## src/svptw_pkg.sv

```systemverilog
// Shared types and constants for the Sv39 page table walker.
// Used by every module of the walker; depends on nothing.
`default_nettype none

package svptw_pkg;

	localparam int unsigned TABLE_FRAMES = 8;
	localparam int unsigned WALK_LEVELS = 3;
	localparam int unsigned ENTRIES = 512;
	localparam int unsigned STORE_WORDS = TABLE_FRAMES * ENTRIES;
	localparam int unsigned STORE_AW = $clog2(STORE_WORDS);
	localparam int unsigned FRAME_W = (TABLE_FRAMES > 1) ? $clog2(TABLE_FRAMES) : 1;

	localparam int unsigned PPN_W = 44;
	localparam int unsigned VA_W = 39;
	localparam int unsigned PA_W = 56;
	localparam int unsigned PTE_W = 64;
	localparam int unsigned WIDX_W = 12;
	localparam int unsigned VPN_W = 9;
	localparam int unsigned PAGE_W = 12;
	localparam int unsigned VPNS_W = VA_W - PAGE_W;
	localparam int unsigned LVL_W = 2;

	localparam int unsigned PTE_V = 0;
	localparam int unsigned PTE_R = 1;
	localparam int unsigned PTE_X = 3;
	localparam int unsigned PTE_U = 4;
	localparam int unsigned PTE_PPN_LSB = 10;

	localparam logic [LVL_W-1:0] LVL_ROOT = LVL_W'(WALK_LEVELS - 1);
	localparam logic [LVL_W-1:0] LVL_MID = 2'd1;
	localparam logic [LVL_W-1:0] LVL_LEAF = 2'd0;

	localparam logic MODE_WRITE = 1'b0;
	localparam logic MODE_XLATE = 1'b1;

	localparam int unsigned CFG_AW = 4;
	localparam int unsigned CFG_DW = 64;
	localparam int unsigned CFG_SEL_BIT = 3;
	localparam logic REG_ROOT_PPN = 1'b0;
	localparam logic REG_BASE_PPN = 1'b1;

	typedef enum logic [2:0] {
		ST_IDLE,
		ST_ADDR,
		ST_EVAL,
		ST_SUPER,
		ST_DONE
	} walk_state_t;

	typedef struct packed {
		logic sub;
		logic [PPN_W-1:0] a;
		logic [PPN_W-1:0] b;
	} alu_req_t;

	typedef struct packed {
		logic [PPN_W-1:0] y;
		logic borrow;
	} alu_rsp_t;

	typedef struct packed {
		logic wr_en;
		logic [STORE_AW-1:0] wr_addr;
		logic [PTE_W-1:0] wdata;
		logic rd_en;
		logic [STORE_AW-1:0] rd_addr;
	} store_req_t;

	typedef struct packed {
		logic [PA_W-1:0] phys_addr;
		logic fault;
		logic leaf_level;
	} walk_res_t;

endpackage

`default_nettype wire

```

## src/svptw_walker.sv

```systemverilog
// Walk sequencer: takes items, drives the store and the shared adder level by level.
// Depends on svptw_pkg.
`default_nettype none

module svptw_walker (
	input wire logic clk,
	input wire logic arst_n,
	input wire logic in_valid,
	output logic in_ready,
	input wire logic mode,
	input wire logic [svptw_pkg::WIDX_W-1:0] word_index,
	input wire logic [svptw_pkg::PTE_W-1:0] pte_word,
	input wire logic [svptw_pkg::VA_W-1:0] virt_addr,
	input wire logic [svptw_pkg::PPN_W-1:0] root_ppn,
	input wire logic [svptw_pkg::PPN_W-1:0] base_ppn,
	output svptw_pkg::alu_req_t alu_req,
	input wire svptw_pkg::alu_rsp_t alu_rsp,
	output svptw_pkg::store_req_t st_req,
	input wire logic [svptw_pkg::PTE_W-1:0] st_rdata,
	output logic res_valid,
	input wire logic res_ready,
	output svptw_pkg::walk_res_t res
);
	import svptw_pkg::*;

	walk_state_t state_q, state_d;
	logic [LVL_W-1:0] level_q;
	logic [PPN_W-1:0] ppn_q;
	logic [VPNS_W-1:0] vpns_q;
	walk_res_t res_q;

	logic accept;
	logic wr_in_range;
	logic [VPN_W-1:0] vpn_cur;
	logic frame_ok;
	logic pte_v, pte_u, pte_leaf;
	logic eval_fault, eval_next, eval_super;
	logic [PPN_W-1:0] pte_ppn;

	always_comb begin
		unique case (level_q)
			2'd2: vpn_cur = vpns_q[3*VPN_W-1:2*VPN_W];
			2'd1: vpn_cur = vpns_q[2*VPN_W-1:VPN_W];
			default: vpn_cur = vpns_q[VPN_W-1:0];
		endcase
	end

	assign accept = in_valid & in_ready;
	assign wr_in_range = 32'(word_index) < STORE_WORDS;
	assign frame_ok = ~alu_rsp.borrow & (alu_rsp.y < PPN_W'(TABLE_FRAMES));

	assign pte_v = st_rdata[PTE_V];
	assign pte_u = st_rdata[PTE_U];
	assign pte_leaf = (level_q == LVL_LEAF) | st_rdata[PTE_R] | st_rdata[PTE_X];
	assign pte_ppn = st_rdata[PTE_PPN_LSB +: PPN_W];
	assign eval_fault = ~pte_v | (pte_leaf & ((level_q == LVL_ROOT) | ~pte_u));
	assign eval_next = pte_v & ~pte_leaf;
	assign eval_super = ~eval_fault & pte_leaf & (level_q == LVL_MID);

	always_comb begin
		state_d = state_q;
		unique case (state_q)
			ST_IDLE: begin
				if (in_valid) begin
					if (mode == MODE_WRITE || virt_addr[VA_W-1]) begin
						state_d = ST_DONE;
					end else begin
						state_d = ST_ADDR;
					end
				end
			end
			ST_ADDR: state_d = frame_ok ? ST_EVAL : ST_DONE;
			ST_EVAL: begin
				priority if (eval_fault) begin
					state_d = ST_DONE;
				end else if (eval_next) begin
					state_d = ST_ADDR;
				end else if (eval_super) begin
					state_d = ST_SUPER;
				end else begin
					state_d = ST_DONE;
				end
			end
			ST_SUPER: state_d = ST_DONE;
			ST_DONE: state_d = res_ready ? ST_IDLE : ST_DONE;
			default: state_d = ST_IDLE;
		endcase
	end

	always_comb begin
		in_ready = (state_q == ST_IDLE);
		res_valid = (state_q == ST_DONE);
		res = res_q;
		alu_req.sub = (state_q != ST_SUPER);
		alu_req.a = ppn_q;
		alu_req.b = (state_q == ST_SUPER) ? PPN_W'(vpns_q[VPN_W-1:0]) : base_ppn;
		st_req.wr_en = accept & (mode == MODE_WRITE) & wr_in_range;
		st_req.wr_addr = STORE_AW'(word_index);
		st_req.wdata = pte_word;
		st_req.rd_en = (state_q == ST_ADDR) & frame_ok;
		st_req.rd_addr = STORE_AW'({alu_rsp.y[FRAME_W-1:0], vpn_cur});
	end

	always_ff @(posedge clk or negedge arst_n) begin
		if (!arst_n) begin
			state_q <= ST_IDLE;
			level_q <= LVL_ROOT;
		end else begin
			state_q <= state_d;
			if (accept) begin
				level_q <= LVL_ROOT;
			end else if (state_q == ST_EVAL && eval_next) begin
				level_q <= level_q - 2'd1;
			end
		end
	end

	always_ff @(posedge clk) begin
		unique case (state_q)
			ST_IDLE: begin
				if (accept) begin
					vpns_q <= virt_addr[VA_W-1:PAGE_W];
					ppn_q <= root_ppn;
					res_q.phys_addr <= '0;
					res_q.leaf_level <= 1'b0;
					res_q.fault <= (mode == MODE_XLATE);
				end
			end
			ST_ADDR: begin
				res_q.fault <= 1'b1;
			end
			ST_EVAL: begin
				if (eval_next || eval_super) begin
					ppn_q <= pte_ppn;
				end else if (!eval_fault) begin
					res_q.phys_addr <= {pte_ppn, PAGE_W'(0)};
					res_q.fault <= 1'b0;
					res_q.leaf_level <= 1'b0;
				end
			end
			ST_SUPER: begin
				res_q.phys_addr <= {alu_rsp.y, PAGE_W'(0)};
				res_q.fault <= 1'b0;
				res_q.leaf_level <= 1'b1;
			end
			default: begin
			end
		endcase
	end

	assert property (@(posedge clk) disable iff (!arst_n)
		st_req.rd_en |=> state_q == ST_EVAL)
		else $error("Store read was not followed by an evaluation cycle.");

	assert property (@(posedge clk) disable iff (!arst_n)
		(state_q == ST_ADDR || state_q == ST_EVAL) |-> level_q != 2'd3)
		else $error("Walk level left the three Sv39 levels.");

	assert property (@(posedge clk) disable iff (!arst_n)
		state_q == ST_SUPER |-> $past(state_q) == ST_EVAL && $past(level_q) == LVL_MID)
		else $error("Superpage sum started without a level 1 leaf.");

	assert property (@(posedge clk) disable iff (!arst_n)
		(res_valid && res.fault) |-> (res.phys_addr == '0 && !res.leaf_level))
		else $error("Faulting result carries an address or a superpage mark.");

endmodule

`default_nettype wire

```

## config.mk

```make
export PLATFORM = sky130hd
export DESIGN_NAME = svptw_walker
export DESIGN_NICKNAME = d
export VERILOG_FILES = /design/src/svptw_pkg.sv /design/src/svptw_walker.sv
export SDC_FILE = /design/constraint.sdc
export NUM_CORES = 1
export LEC_CHECK = 0
export BUFFER_PORTS_ARGS = -buffer_cell sky130_fd_sc_hd__buf_2
export CAP_MARGIN = 20
export CORE_AREA = 2 2 219 221
export DETAILED_ROUTE_END_ITERATION = 7
export DIE_AREA = 0 0 221 223
export GPL_ROUTABILITY_DRIVEN = 0
export PLACE_DENSITY = 0.45
export RECOVER_POWER = 50
export SETUP_SLACK_MARGIN = 0.4
export SKIP_LAST_GASP = 1
export SYNTH_ARGS = -nofsm -noshare
export SYNTH_HDL_FRONTEND = slang
export SYNTH_SLANG_ARGS = --single-unit
export TNS_END_PERCENT = 50
```

## constraint.sdc

```tcl
create_clock -name clk -period 6.3 [get_ports clk]
set_input_delay 0.315 -clock clk [delete_from_list [all_inputs] [get_ports clk]]
set_output_delay 0.315 -clock clk [all_outputs]
set_load 0.03 [all_outputs]
```

==> metrics.md <==
| Metric | Value |
|---|---|
| DRT iter0 DRCs | `235` |
| Clock skew | `0.008001 ns` |
| Worst Path Buf+Inv | `1` |
| Buffers on Ports | `363` |
| Routed wire length | `26,050 um` |
| Reg2reg end | `ppn_q[10]` |
| Worst R2R Setup Slack | `2.52 ns` |
| Status | `complete, but fails checks` |
| EDFF count, synth | `117` |
| Crit Path Category | `flop to flop` |
| Flop pwr share | `41.0%` |
| WL per Instance | `17.32 um` |
| Post-route DRC | `0` |
| Clock Latency Late Sink | `0.43 ns` |
| Crit end category | `flop` |
| Clk network pwr share | `35.1%` |
| CP top delay family | `buffers and inverters` |
| WP data arrival | `4.04 ns` |
| # rows | `80` |
| Core area | `0.04715 sq mm` |
| Hold Vio Cnt, Final | `0` |
| Worst endpoint required time | `6.56 ns` |
| FF-to-FF path depth | `4` |
| Max_cap viols | `2` |
| Final period util | `60.04%` |
| Non-Filler Instances | `1,504` |
| Worst Hold Class | `primary input to flop` |
| Synthesized cell area | `0.006211 sq mm` |
| Via Count | `5,272` |
| Area growth, synth to finish | `36.91%` |
| Clock transition at path regs | `0.06 ns` |
| Max IR drop VDD | `0.1452 mV` |
| Via density | `3.505` |
| Hold path start | `virt_addr[19]` |
| Crit-path cells | `nor3b_1 -> clkbuf_1 -> nand2_1 -> nand2_1` |
| Total CTS buffers | `17` |
| Post-synthesis cell type count | `39` |
| Post-synth top flop | `edfxtp_1` |
| Violations in the final reports | `capacitance limit, slew limit` |
| Mean Syn Cell Area | `10.49 sq um` |
| Placed insts | `1,471` |
| Clock root buffer | `clkbuf_16` |
| Die area | `0.04928 sq mm` |
| Place WS | `3.404 ns` |
| Vias in the first global route | `5,288` |
| Combinational share of power | `23.9%` |
| Hold EP | `vpns_q[7]` |
| Power Density | `325.3 mW/mm^2` |
| Synth async-reset ratio | `4.098%` |
| Share of layout cells above drive strength 1 | `36.11%` |
| CP most frequent cell | `nand2_1` |
| Post-cts resize count | `0` |
| Dpl hpwl | `20,420 um` |
| Most frequent cells in the layout | `buf_2, nand2_1, edfxtp_1` |
| Final setup margin | `2.517 ns` |
| CTS tree | `done` |
| Synth warn | `0` |
| Worst-margin pin slew | `2.802 ns` |
| Number of routed nets with antenna violations | `0` |
| Sw Share | `34.73%` |
| CTS max path bufs | `2` |
| Chip Width | `221 um` |
| Initial Util | `13.17%` |
| H-tree depth | `4` |
| Commonest non-fill, non-tap cell in the layout | `buf_2` |
| # IOs | `556` |
| Clk sinks | `122` |
| Initial antenna violation count | `4` |
| Total congestion overflow | `0` |
| Global-route wire length before repair | `35,720 um` |
| # diodes | `0` |
| Largest net degree at the start of global routing | `55` |
| Slew headroom | `-86.77%` |
| Final setup fails | `0` |
| Nets@finish | `1,196` |
| Slew Limit Fails | `81` |
| Worst path slowest cell | `clkbuf_1` |
| Setup TNS | `0 ns` |
| RSZ-0062 raised after global routing | `false` |
| Psw | `0.9609 mW` |
| Leak pwr | `3.720 nW` |
| RR Startpoint | `state_q[2]` |
| Startpoint Class | `flop` |
| Max Clk Rate | `264.4 MHz` |
| Post-synthesis sequential area ratio | `58.60%` |
| Die Ht | `223 um` |
| CP max FO | `51` |
| GRT Total Usage | `10.27%` |
| Mapped Cells | `592` |
| Pre-Repair DR Iteration Count | `4` |
| Period minus WS final | `3.783 ns` |
| Internal power | `1.805 mW` |
| Hold path cells | `1` |
| Slowest stage delay, CP | `1.99 ns` |
| Post-synthesis register bit count | `122` |
==> worst reg2reg max path, delay by kind of cell (launching register included) <==
| kind | cells | cell delay (ns) |
|---|---|---|
| buf+inv | 1 | 1.99 |
| flops | 1 | 0.50 |
| simple gates | 3 | 1.12 |
==> state kept, by name, summed over array words and instances, names as in the netlist <==
register and flops:
level_q 2, res 46, state_q 3, ppn_q 44, vpns_q 27
==> cells by family (layout without fill, tap and decap cells) <==
| logic type | after synthesis | after routing | share of synthesized area (%) |
|---|---|---|---|
| AOI/OAI and AO/OA | 35 | 35 | 3.807 |
| xor gates and xnor gates | 1 | 1 | 0.1410 |
| adders and majority gates | 3 | 3 | 0.6044 |
| buffers and inverters | 123 | 409 | 14.06 |
| DFF | 122 | 122 | 58.60 |
| muxes | 9 | 9 | 1.632 |
| other | 1 | 12 | 0.06038 |
| and+or+nand+nor | 298 | 298 | 21.09 |
==> cells in the mapped netlist, drive strengths merged (3+ instances only) <==
| cell | number | area (sq um) |
|---|---|---|
| nand2 | 219 | 822.0 |
| edfxtp | 117 | 3513 |
| buf | 112 | 832.1 |
| nor2b | 36 | 225.2 |
| nor2 | 15 | 58.81 |
| a21oi | 13 | 65.06 |
| nor4 | 12 | 81.33 |
| a22oi | 9 | 67.56 |
| mux2 | 9 | 101.4 |
| inv | 7 | 26.28 |
| a22o | 5 | 43.79 |
| nor3 | 5 | 30.03 |
| clkbuf | 4 | 15.01 |
| dfrtp | 4 | 100.1 |
| ha | 3 | 37.54 |
| nand3 | 3 | 15.01 |
==> through the flow <==
stage	instance area [sq um]	power (mW)	utilization [%]	hold slack (ns)
2_1_floorplan	6252	1.659	-	0.01941
3_3_place_gp	8055	1.858	17.09	0.1418
3_5_place_dp	8055	1.860	17.09	0.1409
4_1_cts	8643	2.864	18.33	0.01012
5_1_grt	8503	2.904	18.04	0.01560
6_report	8503	2.766	18.04	0.05301
==> what timing repair did <==
action                    CTS  global route
hold endpoints to repair    5             0
setup buffers               0             0
hold buffers                1             0
==> final cells by class <==
| cell class | count | area (sq um) |
|---|---|---|
| clock inverter | 15 | 152.6 |
| tap | 615 | 769.5 |
| fill | 5336 | 38640 |
| clock buffer | 17 | 425.4 |
| inverter | 7 | 27.53 |
| multi-input combinational | 358 | 1745 |
| sequential | 122 | 3640 |
| timing repair buffer | 370 | 1743 |
==> routing by layer <==
layer | up-vias | GRT usage (%) | share of wire, %
met4 | 4 | 6.452 | 4.9
met1 | 2405 | 10.86 | 38
li1 | 2462 | - | -
met5 | - | 0 | 0.084
met2 | 322 | 17.28 | 49
met3 | 79 | 3.846 | 8.6
==> how the worst max path moves through the flow <==
stage                           from  slack [ns]         end  depth (start not counted)
after floorplan           level_q[1]        2.28      res[0]                          6
after global placement    state_q[2]        3.45  alu_req[4]                          6
after detailed placement  state_q[2]        3.40  alu_req[4]                          6
after CTS                 state_q[2]        2.90  alu_req[4]                          6
after global routing      state_q[2]        2.17  level_q[0]                          5
final                     state_q[2]        2.52   ppn_q[10]                          4
==> power by group through the flow <==
stage / clock network (mW) / logic (mW) / registers (mW)
after floorplan: 0 / 0.321 / 1.34
after global placement: 0 / 0.713 / 1.14
after detailed placement: 0 / 0.712 / 1.15
after CTS: 1.02 / 0.713 / 1.13
after global routing: 1.05 / 0.708 / 1.15
final: 0.972 / 0.661 / 1.13
Note: power is estimated with default switching activity, not from simulation.
