### src/svptw_pkg.sv
// Shared types and constants for the Sv39 page table walker.
// Used by every module of the walker; depends on nothing.
`default_nettype none

package svptw_pkg;

	localparam int unsigned TABLE_FRAMES = 8;
	localparam int unsigned WALK_LEVELS = 3;
	localparam int unsigned ENTRIES = 512;
	localparam int unsigned STORE_WORDS = TABLE_FRAMES * ENTRIES;
	localparam int unsigned STORE_AW = $clog2(STORE_WORDS);
	localparam int unsigned FRAME_W = (TABLE_FRAMES > 1) ? $clog2(TABLE_FRAMES) : 1;

	localparam int unsigned PPN_W = 44;
	localparam int unsigned VA_W = 39;
	localparam int unsigned PA_W = 56;
	localparam int unsigned PTE_W = 64;
	localparam int unsigned WIDX_W = 12;
	localparam int unsigned VPN_W = 9;
	localparam int unsigned PAGE_W = 12;
	localparam int unsigned VPNS_W = VA_W - PAGE_W;
	localparam int unsigned LVL_W = 2;

	localparam int unsigned PTE_V = 0;
	localparam int unsigned PTE_R = 1;
	localparam int unsigned PTE_X = 3;
	localparam int unsigned PTE_U = 4;
	localparam int unsigned PTE_PPN_LSB = 10;

	localparam logic [LVL_W-1:0] LVL_ROOT = LVL_W'(WALK_LEVELS - 1);
	localparam logic [LVL_W-1:0] LVL_MID = 2'd1;
	localparam logic [LVL_W-1:0] LVL_LEAF = 2'd0;

	localparam logic MODE_WRITE = 1'b0;
	localparam logic MODE_XLATE = 1'b1;

	localparam int unsigned CFG_AW = 4;
	localparam int unsigned CFG_DW = 64;
	localparam int unsigned CFG_SEL_BIT = 3;
	localparam logic REG_ROOT_PPN = 1'b0;
	localparam logic REG_BASE_PPN = 1'b1;

	typedef enum logic [2:0] {
		ST_IDLE,
		ST_ADDR,
		ST_EVAL,
		ST_SUPER,
		ST_DONE
	} walk_state_t;

	typedef struct packed {
		logic sub;
		logic [PPN_W-1:0] a;
		logic [PPN_W-1:0] b;
	} alu_req_t;

	typedef struct packed {
		logic [PPN_W-1:0] y;
		logic borrow;
	} alu_rsp_t;

	typedef struct packed {
		logic wr_en;
		logic [STORE_AW-1:0] wr_addr;
		logic [PTE_W-1:0] wdata;
		logic rd_en;
		logic [STORE_AW-1:0] rd_addr;
	} store_req_t;

	typedef struct packed {
		logic [PA_W-1:0] phys_addr;
		logic fault;
		logic leaf_level;
	} walk_res_t;

endpackage

`default_nettype wire

### src/svptw_alu.sv
// Shared 44-bit adder and subtractor of the walker.
// Depends on svptw_pkg.
`default_nettype none

module svptw_alu (
	input wire svptw_pkg::alu_req_t req,
	output svptw_pkg::alu_rsp_t rsp
);
	import svptw_pkg::*;

	logic [PPN_W-1:0] b_eff;
	logic [PPN_W:0] sum;

	always_comb begin
		b_eff = req.sub ? ~req.b : req.b;
		sum = {1'b0, req.a} + {1'b0, b_eff} + (PPN_W+1)'(req.sub);
		rsp.y = sum[PPN_W-1:0];
		rsp.borrow = req.sub & ~sum[PPN_W];
	end

endmodule

`default_nettype wire

### config.mk
export PLATFORM = sky130hd
export DESIGN_NAME = svptw_alu
export DESIGN_NICKNAME = d
export VERILOG_FILES = /design/src/svptw_pkg.sv /design/src/svptw_alu.sv
export SDC_FILE = /design/constraint.sdc
export NUM_CORES = 1
export LEC_CHECK = 0
export BUFFER_PORTS_ARGS = -buffer_cell sky130_fd_sc_hd__buf_2
export CORE_MARGIN = 2
export CORE_UTILIZATION = 51
export DETAILED_ROUTE_END_ITERATION = 10
export GPL_TIMING_DRIVEN = 0
export PLACE_DENSITY_LB_ADDON = 0.08
export SLEW_MARGIN = 40
export SYNTH_ARGS = -nofsm -noshare
export SYNTH_HDL_FRONTEND = slang
export SYNTH_SLANG_ARGS = --single-unit
### constraint.sdc
create_clock -name vclk -period 3.3
set_clock_uncertainty 0.05 [all_clocks]
set_input_delay 0 -clock vclk [all_inputs]
set_output_delay 0 -clock vclk [all_outputs]
set_load 0.005 [all_outputs]
==> run metrics, run 1 <==
FFs & Latches=0; Final Core Density=65.81%; CP peak stage delay=390 ps; worst hold slack=226.3 ps; hold buffers post-CTS=0; synthesized area per cell=7.100 um^2; Commonest cells post-synth=57 x xor2_1, 48 x a21oi_1, 46 x ha_1; slowest CP cell=a221oi_1; Setup crit start kind=input port; most numerous cell in the Yosys netlist=xor2_1; met2 wire length=4675 um; pwr/cell area=297.6 nW/um^2; GRT Util Overall=26.57%; clock buffers=0; Syn. warnings=0; crit path kind=input port to output port; Post-CTS Setup Bufs=0; Hold Crit Class=input port to output port; Ports=134; CP Data Required Time=3250 ps; largest net degree at the start of global routing=11; drt wl/cell=14.62 um; initial antenna violation count=0; Yosys top cell by area=ha_1; setup TNS=0 ps; Synth Area in Adders=19.11%; DR iter-0 viols=242; Die Area=6753 um^2; Post-Place Cell Area=3876 um^2; Final Hold Viols=0; NumNets Final=710; post-synth top area share=18.47%; global route overflow=0; Max VDD drop=0.1444 mV; Post-Synth XOR/XNOR Area=23.60%; sequential area share after synthesis=0%; Post-Place Worst Slack=-259.5 ps; Die Width=82.18 um; Crit path arrival time=3080 ps; FMAX=0.3193 GHz; WL met1=3971 um; Pins Over Slew Limit=0; first-pass GRT wire length=14660 um; routed wl met3=586 um; DRT Wirelength=9460 um; final worst path period share=94.92%; ratio of cells with drive above 1 in the final layout=27.45%; Via density=5.779; synth unique cells=68; Final Setup Violations=0; initial core utilization=52.64%; post-synthesis simple-gate area fraction=18.95%; Max-Cap Viols=0; largest cells by area after synthesis=ha_1 18%, xor2_1 16%, a21oi_1 7.7%, xnor2_1 7.6%, a21o_1 4.8%; post-route ant nets=0; TritonRoute pass-1 iters=5; DRC=0; dpl hpwl=8003 um; max layer used=met4; via count=3739; Post-Syn Area=3117 um^2; slew margin rel.=68.74%; vias in the first global route=3331; post-synthesis compound-gate area fraction=33.20%; Area growth syn-to-layout=25.01%; fin crit period=3132 ps; Die Y=82.18 um; post-synthesis mux area share=0.4416%; status=finished, final reports clean; core box area=5921 um^2; leakage power=1.938 nW; Syn Nets=575; Setup WS post-layout=167.7 ps; CP cell instances=buf_4 -> clkbuf_4 -> xor2_1 -> ha_1 -> clkbuf_1 -> and3_1 -> a221oi_1 -> o211ai_2 -> o21ba_2 -> a31o_1 -> nand4_1 -> o21bai_1 -> xnor2_1 -> buf_2; main combinational cell family by area after synthesis=compound AO/OA/AOI/OAI gates; register area=0 um^2; Mapped Cells=439; critical path peak fanout=10; row count=28; diode count=0; Setup crit end kind=output port; Post-Layout Inst Area=3896 um^2; IO Port Bufs=133; gpl congestion=0.9502; Slew @ Worst Pin=464.6 ps
==> path summary, 6_finish.rpt <==
check | startpoint | to | slack [ps] | depth (start not counted)
min | req[44] | rsp[1] | 230 | 3
max | req[88] | rsp[32] | 170 | 14
==> cells in the final DEF, fill, tap and decap left out, drive strengths merged, types with 9 or more instances in the layout <==
cell type,Yosys,layout
a21o,20,20
a21oi,48,48
buf,8,138
clkbuf,11,14
ha,46,46
inv,18,18
nand2,34,34
nand4,12,12
nor2,29,29
nor3,13,13
o21ai,24,24
o21bai,9,9
xnor2,27,27
xor2,57,57
==> critical path, delay by kind of cell <==
kind                     cells  cell delay (ps)
buffers and inverters        4              860
AO/OA/AOI/OAI                5             1280
XOR/XNOR                     2              380
adder cells (fa/ha/maj)      1              240
AND/OR/NAND/NOR              2              300
==> power breakdown <==
part | total (mW) | internal (mW) | switching (mW) | leakage, nW
Clock | 0 | 0 | 0 | 0
Sequential | 0 | 0 | 0 | 0
Combinational | 1.16 | 0.523 | 0.637 | 1.94
==> layer usage <==
metal | vias to the layer above | track usage (%)
li1 | 1868 | -
met2 | 151 | 49.11
met1 | 1705 | 33.94
met4 | 0 | 5.667
met5 | - | 0
met3 | 15 | 1.196
==> area by class of cell <==
| class | instances | area (um^2) |
|---|---|---|
| multi-input combinational | 402 | 2980 |
| buffer | 19 | 88.84 |
| fill | 589 | 2024 |
| timing repair buffer | 133 | 665.6 |
| inverter | 18 | 67.56 |
| tap | 75 | 93.84 |
==> timing repair <==
| item | CTS | global route |
|---|---|---|
| gates resized for setup | 4 | 7 |
| hold endpoints to repair | 0 | 0 |
| cloned | 0 | 0 |
| setup endpoints to repair | 8 | 9 |
==> metrics by stage <==
stage / power [mW] / instances
final: 1.160 / 647
after floorplan: 0.7664 / 439
after CTS: 1.150 / 647
after detailed placement: 1.141 / 647
after global routing: 1.287 / 647
after global placement: 1.124 / 647
==> cells by family after synthesis <==
group                    Yosys count
AO/OA/AOI/OAI                    151
XOR/XNOR                          84
adder cells (fa/ha/maj)           47
buffers and inverters             37
multiplexers                       1
AND/OR/NAND/NOR                  119
Power figures use the tool's default switching activity.
==> run 2: changes to the inputs <==
--- a/config.mk
+++ b/config.mk
@@ -5,10 +5,13 @@
 export SDC_FILE = /design/constraint.sdc
 export NUM_CORES = 1
 export LEC_CHECK = 0
+export ABC_AREA = 1
+export ABC_CLOCK_PERIOD_IN_PS = 3300
 export BUFFER_PORTS_ARGS = -buffer_cell sky130_fd_sc_hd__buf_2
 export CORE_MARGIN = 2
-export CORE_UTILIZATION = 51
+export CORE_UTILIZATION = 55
 export DETAILED_ROUTE_END_ITERATION = 10
+export GPL_ROUTABILITY_DRIVEN = 0
 export GPL_TIMING_DRIVEN = 0
 export PLACE_DENSITY_LB_ADDON = 0.08
 export SLEW_MARGIN = 40
==> run 2 against run 1 <==
  * Sequential cell count is the same
  * Hold slack better by 18 ps
  * Worst setup slack better by 860 ps
  * Highest routed layer unchanged
  * Critical endpoint is now rsp[29]
  * Critical path type unchanged
  * Area after synthesis increased by 35%
  * Global-route usage rose by 2.5 points
  * Synthesized cell count is 88% higher
==> run metrics, run 2 <==
WL met1=5704 um (+44%); Crit. Startpoint=req[88]; slowest CP cell=ha_1; Slew @ Worst Pin=367.6 ps (-96.96 ps); vias in the first global route=4716 (+42%); post-synthesis compound-gate area fraction=5.622% (-28 points); Die Width=91.46 um (+11%); post-synthesis simple-gate area fraction=49.82% (+31 points); # fillers=725 (+23%); synthesized area per cell=5.105 um^2 (-28%); critical path peak fanout=10 (unchanged); Setup crit end kind=output port; crit path kind=input port to output port; Die Y=91.46 um (+11%); CP endpoint=rsp[29]; GRT Util Overall=29.11% (+2.5 points); Final Setup Violations=0 (unchanged); largest net degree at the start of global routing=11 (unchanged); PostCTS Resize Cnt=0 (-4); DR iter-0 viols=228 (-5.8%); sequential area share after synthesis=0% (unchanged); initial antenna violation count=0 (unchanged); pwr/cell area=257.3 nW/um^2 (-14%); Setup crit start kind=input port; leakage power=3.242 nW (+67%); Area growth syn-to-layout=18.77%; register area=0 um^2 (unchanged); Max VDD drop=0.1744 mV (+21%); core box area=7331 um^2 (+24%); routed wl met3=898 um (+53%); Yosys top cell by area=nand2_1; crit-path most repeated cell=nand2_1; final worst path period share=68.87% (-26 points); status=finished, final reports clean; kind of cell adding the most delay to the critical path=simple AND/OR/NAND/NOR gates; row count=31 (+11%); Ports=134 (unchanged); Via density=4.935 (-15%); Buf/Inv on CP=3 (-1); Final Hold Viols=0 (unchanged); CP Data Required Time=3250 ps (about the same); DRT Wirelength=12250 um (+29%); dpl hpwl=10930 um (+37%); Die Area=8364 um^2 (+24%); met2 wire length=5509 um (+18%); FMAX=0.4400 GHz (+38%); post-synthesis mux area share=0% (-0.44 points); Post-CTS Setup Bufs=0 (unchanged); NumNets Final=1095 (+54%); Switch Pwr=0.7838 mW (+23%); diode count=0 (unchanged); Crit. path cell count=15 (+1); IO Port Bufs=133 (unchanged); initial core utilization=57.38% (+4.7 points); hold buffers post-CTS=0 (unchanged); global route overflow=0 (unchanged); clock buffers=0 (unchanged); drt wl/cell=11.60 um (-21%); main combinational cell family by area after synthesis=simple AND/OR/NAND/NOR gates; Hold Crit Class=input port to output port; max layer used=met4; RSZ-0062 raised after global routing=no; Syn Nets=960 (+67%); Crit path arrival time=2220 ps (-860 ps); CP cell instances=buf_4 -> buf_2 -> xor2_1 -> ha_1 -> nand2_2 -> nor2_2 -> nand3_1 -> nand2_2 -> nand2_1 -> nand2_2 -> nand2_1 -> nand2_1 -> nand2_1 -> nand2_1 -> buf_2; Post-Syn Area=4207 um^2 (+35%); sequential share of power=0% (unchanged); DRC=0 (unchanged); Internal Power=0.5015 mW (-4.0%); ratio of cells with drive above 1 in the final layout=20.90% (-6.5 points); post-route ant nets=0 (unchanged); switching share of total power=60.98% (+6.0 points); Post-Synth XOR/XNOR Area=13.95% (-9.7 points); setup TNS=0 ps (unchanged); largest cells by area after synthesis=nand2_1 29%, inv_1 15%, ha_1 14%, xor2_1 13%, nor2_1 4.9%; power share of the clock group=0% (unchanged); fin crit period=2273 ps (-859.6 ps); Pwr Total=1.285 mW (+11%); most numerous cell in the Yosys netlist=nand2_1; most common cell after layout, fill and taps aside=nand2_1; first-pass GRT wire length=20590 um (+40%); synth unique cells=31 (-54%); Syn. warnings=0 (unchanged); FFs & Latches=0 (unchanged); slew margin rel.=75.49% (+6.7 points); TritonRoute pass-1 iters=7 (+2); post-synth top area share=29.18% (+11 points); Synth Area in Adders=14.16% (-5.0 points); Mapped Cells=824 (+88%); via count=5211 (+39%); Max-Cap Viols=0 (unchanged); CP peak stage delay=380 ps (about the same); most frequent cells in the layout=327 x nand2_1, 170 x inv_1, 137 x buf_2; Pins Over Slew Limit=0 (unchanged); combinational share of power=100.0% (about the same); Commonest cells post-synth=327 x nand2_1, 170 x inv_1, 62 x xor2_1
-- run 2: per-layer routing --
metal / GRT usage [%] / vias up
met4: 4.293 / 0
met2: 50.43 / 202
met1: 40.12 / 2269
met3: 1.909 / 10
li1: - / 2730
met5: 0 / -
-- run 2: power groups by stage --
stage               Clock [mW]  Sequential, mW  Combinational (mW)
finish                       0               0                1.29
global route                 0               0                1.45
CTS                          0               0                1.28
detailed placement           0               0                1.27
global placement             0               0                1.25
floorplan                    0               0               0.854
-- run 2: logic make-up after synthesis --
family | after synthesis
fa+ha+maj | 47
xor+xnor | 67
buf+inv | 182
compound gates | 42
simple gates | 486
-- run 2: tightest hold or removal path: cells and delay by family --
family / cells / cell delay [ps]
AND/OR/NAND/NOR: 2 / 110
buffers and inverters: 2 / 190
-- run 2: worst min path at each step --
stage                     startpoint     end  slack [ps]  cells after the start
after floorplan              req[44]  rsp[1]          50                      2
after global placement       req[44]  rsp[1]         230                      4
after detailed placement     req[44]  rsp[1]         240                      4
after CTS                    req[44]  rsp[1]         240                      4
after global routing         req[44]  rsp[1]         300                      4
final                        req[44]  rsp[1]         240                      4
-- run 2: metrics by stage --
| stage | worst slack (ps) | hold WS [ps] | instances | utilization [%] | instance area [um^2] |
|---|---|---|---|---|---|
| after floorplan | 1552 | 46.05 | 824 | - | 4207 |
| after global placement | 1119 | 226.9 | 1056 | 68.15 | 4996 |
| after detailed placement | 1077 | 239.2 | 1056 | 68.15 | 4996 |
| after CTS | 1067 | 240.3 | 1056 | 68.15 | 4996 |
| after global routing | 817.2 | 302.1 | 1056 | 68.15 | 4996 |
| final | 1027 | 244.1 | 1056 | 68.15 | 4996 |
-- run 2: layout make-up --
cell class	instances	area, um^2	area share (%)
inverters	177	664.4	13.30
repair buffers	133	665.6	13.32
multi-input cells	642	3515	70.35
plain buffers	5	27.53	0.5510
well taps	99	123.9	2.479
==> run 3: changes to the inputs <==
--- a/config.mk
+++ b/config.mk
@@ -6,7 +6,7 @@
 export NUM_CORES = 1
 export LEC_CHECK = 0
 export ABC_AREA = 1
-export ABC_CLOCK_PERIOD_IN_PS = 3300
+export ABC_CLOCK_PERIOD_IN_PS = 2110
 export BUFFER_PORTS_ARGS = -buffer_cell sky130_fd_sc_hd__buf_2
 export CORE_MARGIN = 2
 export CORE_UTILIZATION = 55
==> constraint.sdc (replaced) <==
create_clock -name vclk -period 2.11
set_clock_uncertainty 0.05 [all_clocks]
set_input_delay 0 -clock vclk [all_inputs]
set_output_delay 0 -clock vclk [all_outputs]
set_load 0.005 [all_outputs]
==> run 3 against run 2 <==
  * Clock-buffer cell count stayed put
  * Cell area is 9.7% higher
  * Routed wire length is 10% higher
  * Total power is 78% higher
  * Critical endpoint unchanged
  * Highest routed layer unchanged
==> run metrics, run 3 (synthesis results as in run 2) <==
status=finished, final reports clean; crit path kind=input port to output port; Slew @ Worst Pin=291.1 ps (-76.46 ps); largest net degree at the start of global routing=11 (unchanged); Non-Filler Instances=1074 (+1.7%); initial core utilization=57.38% (unchanged); CP peak stage delay=380 ps (about the same); hold buffers post-CTS=0 (unchanged); RSZ-0062 raised after global routing=yes; critical path peak fanout=10 (unchanged); # fillers=648 (-11%); Max-Cap Viols=0 (unchanged); Hold Crit Class=input port to output port; crit-path most repeated cell=nand2_1; Pins Over Slew Limit=0 (unchanged); ratio of cells with drive above 1 in the final layout=29.33% (+8.4 points); drt wl/cell=12.58 um (+8.5%); DRC=0 (unchanged); Via density=5.100 (+3.3%); FMAX=0.4828 GHz; register area=0 um^2 (unchanged); NumNets Final=1113 (+1.6%); slowest CP cell=ha_2; DRT Wirelength=13520 um (+10%); post-route ant nets=0 (unchanged); via count=5477 (+5.1%); IO Port Bufs=133 (unchanged); # placed instances=1056 (unchanged); Final Setup Violations=0 (unchanged); Die Width=91.46 um (unchanged); CP Data Required Time=2060 ps (-1190 ps); Final Hold Viols=0 (unchanged); FFs & Latches=0 (unchanged); slew margin rel.=80.45% (+5.0 points); dpl hpwl=10930 um (unchanged); row count=31 (unchanged); final worst path period share=98.16%; Die Y=91.46 um (unchanged); Hold Path Stages=4 (unchanged); GRT Util Overall=29.14% (+0.034 points); core box area=7331 um^2 (unchanged); WHS Endpoint=rsp[1]; pwr/cell area=418.3 nW/um^2 (+63%); vias in the first global route=4725 (+0.19%); DR iter-0 viols=367 (+61%); first-pass GRT wire length=20610 um (+0.10%); TritonRoute pass-1 iters=5 (-2); Pwr Total=2.293 mW (+78%); most frequent cells in the layout=302 x nand2_1, 169 x inv_1, 133 x buf_2; Setup crit start kind=input port; most common cell after layout, fill and taps aside=nand2_1; clock buffers=0 (unchanged); initial antenna violation count=0 (unchanged); Ports=134 (unchanged); fin crit period=2071 ps; Max VDD drop=0.2710 mV (+55%); Area growth syn-to-layout=30.34%; leakage power=3.357 nW (+3.5%); CP cell instances=buf_6 -> buf_8 -> xor2_1 -> ha_2 -> nand2_1 -> nor2_1 -> nand2_1 -> nor2_1 -> nand2_1 -> nand2_2 -> nand2_1 -> nand2_1 -> buf_2; Crit path arrival time=2020 ps (-200 ps); hold path startpoint=req[44]; Setup crit end kind=output port; Die Area=8364 um^2 (unchanged); global route overflow=0 (unchanged); diode count=0 (unchanged)
-- run 3: per-stage QoR --
stage	TNS (ps)	hold WS, ps	setup slack [ps]	cell area (um^2)	utilization (%)
global placement	-741.1	226.9	-70.51	4996	68.15
detailed placement	-1274	239.2	-113.3	4996	68.15
floorplan	0	46.05	362.1	4207	-
CTS	-18.40	240.3	-18.40	5025	68.54
global route	-544.4	302.1	-91.90	5483	74.79
finish	0	244.1	38.72	5483	74.79
-- run 3: worst max-delay path, delay by kind of cell --
kind / cells / cell delay (ps)
adder cells (fa/ha/maj): 1 / 380
AND/OR/NAND/NOR: 8 / 1030
buffers and inverters: 3 / 410
XOR/XNOR: 1 / 180
-- run 3: area by class of cell --
| type | instances | area, um^2 | share of cell area, % |
|---|---|---|---|
| buffer | 5 | 73.82 | 1.346 |
| timing repair buffer | 151 | 800.8 | 14.61 |
| inverter | 177 | 664.4 | 12.12 |
| multi-input combinational | 642 | 3820 | 69.67 |
| tap | 99 | 123.9 | 2.259 |
-- run 3: timing repair --
item,in CTS,in global routing
setup endpoints to repair,24,31
pin swaps,3,23
resized for setup,5,94
buffers inserted,2,16
gates cloned,0,0
-- run 3: power by group --
part / switching [mW] / internal, mW / total [mW]
logic: 1.36 / 0.928 / 2.29
registers: 0 / 0 / 0
clock network: 0 / 0 / 0
total: 1.36 / 0.928 / 2.29
-- run 3: routing by layer --
layer	track usage, %	share of wire, %
met1	40.12	43
met2	50.49	47
met3	1.909	8.9
met4	4.419	1.2
met5	0	0
-- run 3: worst max-delay path by stage --
stage / start / end / cells past startpoint
floorplan: req[88] / rsp[41] / 13
global placement: req[88] / rsp[37] / 15
detailed placement: req[88] / rsp[29] / 15
CTS: req[88] / rsp[29] / 15
global route: req[88] / rsp[42] / 15
finish: req[88] / rsp[29] / 13
